--- config.mk ---
export PLATFORM = sky130hd
export DESIGN_NAME = fwks_front
export DESIGN_NICKNAME = d
export VERILOG_FILES = /design/src/hdl/fwks_pkg.sv /design/src/hdl/fwks_front.sv
export SDC_FILE = /design/constraint.sdc
export NUM_CORES = 1
export LEC_CHECK = 0
export BUFFER_PORTS_ARGS = -buffer_cell sky130_fd_sc_hd__buf_4
export CORE_UTILIZATION = 52
export CTS_CLUSTER_DIAMETER = 30
export CTS_CLUSTER_SIZE = 24
export DETAILED_ROUTE_END_ITERATION = 8
export GPL_ROUTABILITY_DRIVEN = 0
export HOLD_SLACK_MARGIN = 0.1
export PLACE_DENSITY_LB_ADDON = 0.08
export SETUP_SLACK_MARGIN = 0.5
export SYNTH_ARGS = -nofsm -noshare
export SYNTH_HDL_FRONTEND = slang
export SYNTH_SLANG_ARGS = --single-unit
--- constraint.sdc ---
create_clock -name clk -period 5.4 [get_ports clk]
set_clock_uncertainty 0.05 [all_clocks]
set_input_delay 0.54 -clock clk [delete_from_list [all_inputs] [get_ports clk]]
set_output_delay 0.54 -clock clk [all_outputs]
set_load 0.03 [all_outputs]
--- src/hdl/fwks_pkg.sv ---
// Package for the keyed FIFO: operation and status codes, shared structs.
// No dependencies.
`default_nettype none
package fwks_pkg;
    typedef enum logic [1:0] {OP_PUSH = 2'd0, OP_POP = 2'd1, OP_FIND = 2'd2, OP_READ = 2'd3} op_t;
    typedef enum logic [1:0] {ST_OK = 2'd0, ST_FULL = 2'd1, ST_EMPTY = 2'd2,
                              ST_NOTFOUND = 2'd3} status_t;
    typedef enum logic [1:0] {S_IDLE, S_SCAN, S_READ, S_SEND} state_t;
    typedef struct packed {
        op_t         op;
        logic [31:0] key;
        logic [31:0] data;
        logic [7:0]  position;
    } cmd_t;
    typedef struct packed {
        logic [31:0] key;
        logic [31:0] data;
        status_t     status;
        logic [7:0]  count;
    } rsp_t;
endpackage
`default_nettype wire

--- src/hdl/fwks_front.sv ---
// Front end: accept input transactions and hold them in a two-entry command queue.
// Depends on fwks_pkg.
`default_nettype none
module fwks_front
(
    input  wire logic          clk,
    input  wire logic          rst_n,
    input  wire logic          in_valid,
    output logic               in_ready,
    input  wire fwks_pkg::cmd_t in_cmd,
    output logic               cmd_valid,
    input  wire logic          cmd_ready,
    output fwks_pkg::cmd_t     cmd
);
    import fwks_pkg::*;

    cmd_t       q_reg [2];
    logic       wp_reg, rp_reg;
    logic [1:0] n_reg;
    logic       push, pop;

    assign in_ready  = (n_reg != 2'd2);
    assign cmd_valid = (n_reg != 2'd0);
    assign cmd       = q_reg[rp_reg];
    assign push      = in_valid && in_ready;
    assign pop       = cmd_valid && cmd_ready;

    always_ff @(posedge clk)
    begin
        if (push)
        begin
            q_reg[wp_reg] <= in_cmd;
        end
    end

    always_ff @(posedge clk or negedge rst_n)
    begin
        if (!rst_n)
        begin
            wp_reg <= 1'b0;
            rp_reg <= 1'b0;
            n_reg  <= 2'd0;
        end
        else
        begin
            if (push)
            begin
                wp_reg <= ~wp_reg;
            end
            if (pop)
            begin
                rp_reg <= ~rp_reg;
            end
            n_reg <= n_reg + {1'b0, push} - {1'b0, pop};
        end
    end
endmodule
`default_nettype wire

==> key figures <==
Status
  • Outcome: completed

Worst setup path
  • Startpoint types: flip-flop
  • CP Class: flip-flop to output port
  • Critical path data required time: 4.81 ns
  • Critical path arrival: 2.62 ns
  • Max Fanout on Critical Path: 42
  • Crit end category: output port

Drt
  • First DRT Iteration DRCs: 122
  • DRT Pass-1 Iters: 4
  • Total via count after detailed routing: 2,743
  • Post-detailed-routing wire length: 9.428 mm
  • Detail-routed via count per cell: 4.881
  • Average routed wire per standard cell: 16.78 µm
  • Post-route ant nets: 0
  • DRC violation count after routing: 0

Clock network
  • CTS tree: done
  • Clk pin slew, worst setup/hold paths: 0.06 ns
  • Number of levels in the clock H-tree: 4
  • Post-CTS setup repair buffer count: 0
  • Number of buffers created by CTS: 17
  • Max Root-Sink Buffers: 2
  • Post-cts resize count: 0
  • Clock latency reported for the late side of the worst-skew pair: 0.50 ns
  • Clock Sink Count: 152
  • Clock Tree Root: sky130_fd_sc_hd__clkbuf_8

Pwr
  • Total leakage power: 3.000 nW
  • Worst voltage drop across the vdd grid: 319.5 µV
  • Part of the total power dissipated in the clock network: 25.0%
  • Power per unit of standard cell area: 606.0 nW/µm²
  • Total power consumption of the routed design: 4.606 mW
  • Net switching power of the design: 1.498 mW
  • Proportion of power drawn by flip-flops and latches: 38.3%
  • Internal cell power: 3.107 mW
  • Portion of total power attributed to combinational logic: 36.7%
  • Switching Share: 32.53%

Cells and area
  • Leading cell type in the layout, fill and taps excluded: sky130_fd_sc_hd__buf_4
  • # fillers: 664
  • Antenna cell count: 0
  • Leading cell types in the layout, fill and taps excluded: sky130_fd_sc_hd__buf_4, sky130_fd_sc_hd__edfxtp_1, sky130_fd_sc_hd__mux2_4, sky130_fd_sc_hd__mux2_2, sky130_fd_sc_hd__clkbuf_16
  • Layout net count: 494
  • Share of cells above drive strength 1: 60.09%
  • Layout area overhead: 32.42%
  • Largest register FFs: 148

Floorplanning
  • Rows: 37
  • Area of the die: 11,460 µm²
  • Starting density of the core: 54.61%
  • Area of the core region: 10,510 µm²
  • Die Span X: 107.1 µm
  • Count of boundary I/O pins: 154
  • Overall die height: 107.1 µm

Global routing
  • Total overflow reported by the global router: 0
  • Total Routing Usage GR: 17.15%
  • Global-route wire length before repair: 14.12 mm
  • Number of global-route vias before repair: 2,855
  • Largest net degree at the start of global routing: 75
  • Number of antenna violations at the first check in global routing: 0

Timing
  • Final critical-path share of the clock period: 59.46%
  • Total setup violations reported at the end of the flow: 0
  • Final number of max-transition violations: 0
  • Sum of negative setup slack: 0 ns
  • Unrepaired setup endpoints after global routing: false
  • Max-Slew Margin vs Limit: 32.13%
  • Hold violation total from the final report: 0
  • Achievable frequency: 311.4 MHz
  • Actual transition at the worst max-transition pin: 1.018 ns
  • Clock period minus final worst setup slack: 3.211 ns

Synth
  • Number of distinct library cells after synthesis: 16
  • Post-synthesis cell count: 247
  • Cell taking the most area after synthesis: sky130_fd_sc_hd__edfxtp_1
  • Nets in the synthesized netlist: 327
  • Avg Synthesized Cell Area: 23.24 µm²
  • Synth top area cells: sky130_fd_sc_hd__edfxtp_1, sky130_fd_sc_hd__mux2_4, sky130_fd_sc_hd__mux2_2
  • Portion of the post-synthesis area used by sequential elements: 79.18%
  • Top cell type's share of synthesized area: 77.44%
  • Synthesis-stage register bit count: 152
  • Summed instance area of the synthesized netlist: 5739 µm²
  • Number of warnings printed during yosys synthesis: 0

Placed design
  • Number of port buffers: 153
  • Post-DP HPWL: 6.020 mm

Run
  • Total of max-cap violations: 0

Min path
  • Path type of the worst min-delay path: primary input to flip-flop
## cells in the mapped netlist
master	n
sky130_fd_sc_hd__nor2_1	1
sky130_fd_sc_hd__and3_1	1
sky130_fd_sc_hd__xnor2_1	3
sky130_fd_sc_hd__nand2_1	1
sky130_fd_sc_hd__or2_1	1
sky130_fd_sc_hd__and2_1	1
sky130_fd_sc_hd__edfxtp_1	148
sky130_fd_sc_hd__dfrtp_1	4
sky130_fd_sc_hd__inv_1	1
sky130_fd_sc_hd__buf_2	2
sky130_fd_sc_hd__mux2_4	50
sky130_fd_sc_hd__ha_1	2
sky130_fd_sc_hd__nand2b_1	1
sky130_fd_sc_hd__buf_6	6
sky130_fd_sc_hd__xor2_1	1
sky130_fd_sc_hd__mux2_2	24
## path summary, 6_finish.rpt
kind	from	endpoint	slack, ns	cells past startpoint
setup / recovery	rp_reg	cmd[64]	2.19	3
hold / removal	in_cmd[3]	q_reg[0][3]	0.17	1
setup reg to reg	n_reg[1]	q_reg[0][38]	3.06	4
hold reg to reg	n_reg[0]	n_reg[0]	0.49	1
max in group asynchronous	rst_n	rp_reg	4.84	2
min in group asynchronous	rst_n	n_reg[0]	0.34	2
## timing repair
action / in CTS / in global routing
endpoints found under the hold margin: 4 / 0
setup endpoints to repair: 0 / 0
hold buffers: 1 / 0
## worst max-delay path, stage by stage, from the launching register on
cell and delay [ns]:
sky130_fd_sc_hd__dfrtp_4 0.88, sky130_fd_sc_hd__buf_4 0.61, sky130_fd_sc_hd__mux2_2 0.40, sky130_fd_sc_hd__buf_4 0.17
## final cells by class
class / count / area, µm² / share of cell area, %
flip-flops and latches: 152 / 4548 / 59.85
repair buffers: 156 / 1174 / 15.44
multi-input cells: 86 / 1126 / 14.82
clock buffers: 18 / 417.9 / 5.499
well taps: 136 / 170.2 / 2.239
clock inverters: 13 / 160.2 / 2.107
inverters: 1 / 3.754 / 0.04939
## routing by layer
| layer | vias to the layer above | share of wire [%] | track usage (%) |
|---|---|---|---|
| met5 | - | 0 | 0 |
| met1 | 1331 | 41 | 19.37 |
| met3 | 10 | 7.4 | 7.477 |
| li1 | 1308 | - | - |
| met2 | 94 | 51 | 28.62 |
| met4 | 0 | 1.3 | 6.751 |
## stage by stage
step | worst slack [ns] | hold WS [ns] | utilization, % | cell area (µm²) | cells
6_report | 2.189 | 0.1682 | 72.32 | 7600 | 562
4_1_cts | 2.145 | 0.1408 | 72.32 | 7600 | 562
5_1_grt | 2.049 | 0.1367 | 72.32 | 7600 | 562
3_3_place_gp | 2.706 | 0.2892 | 66.72 | 7012 | 530
3_5_place_dp | 2.697 | 0.2912 | 66.72 | 7012 | 530
2_1_floorplan | 0.9080 | 0.1944 | - | 5739 | 247
## kinds of logic (layout without fill, tap and decap cells)
group,after synthesis,count (layout),share of synthesized area (%)
flops,152,152,79.18
fa+ha+maj,2,2,0.4359
xor+xnor,4,4,0.6105
mux,74,74,17.79
simple gates,6,6,0.5670
buf+inv,9,188,1.417
## power groups by stage
stage / Sequential (mW) / Clock [mW] / Combinational (mW)
final: 1.77 / 1.15 / 1.69
after global routing: 1.79 / 1.21 / 1.78
after detailed placement: 1.79 / 0 / 1.71
after global placement: 1.78 / 0 / 1.70
after CTS: 1.77 / 1.17 / 1.72
after floorplan: 1.71 / 0 / 1.28
(Power assumes the default switching activity.)
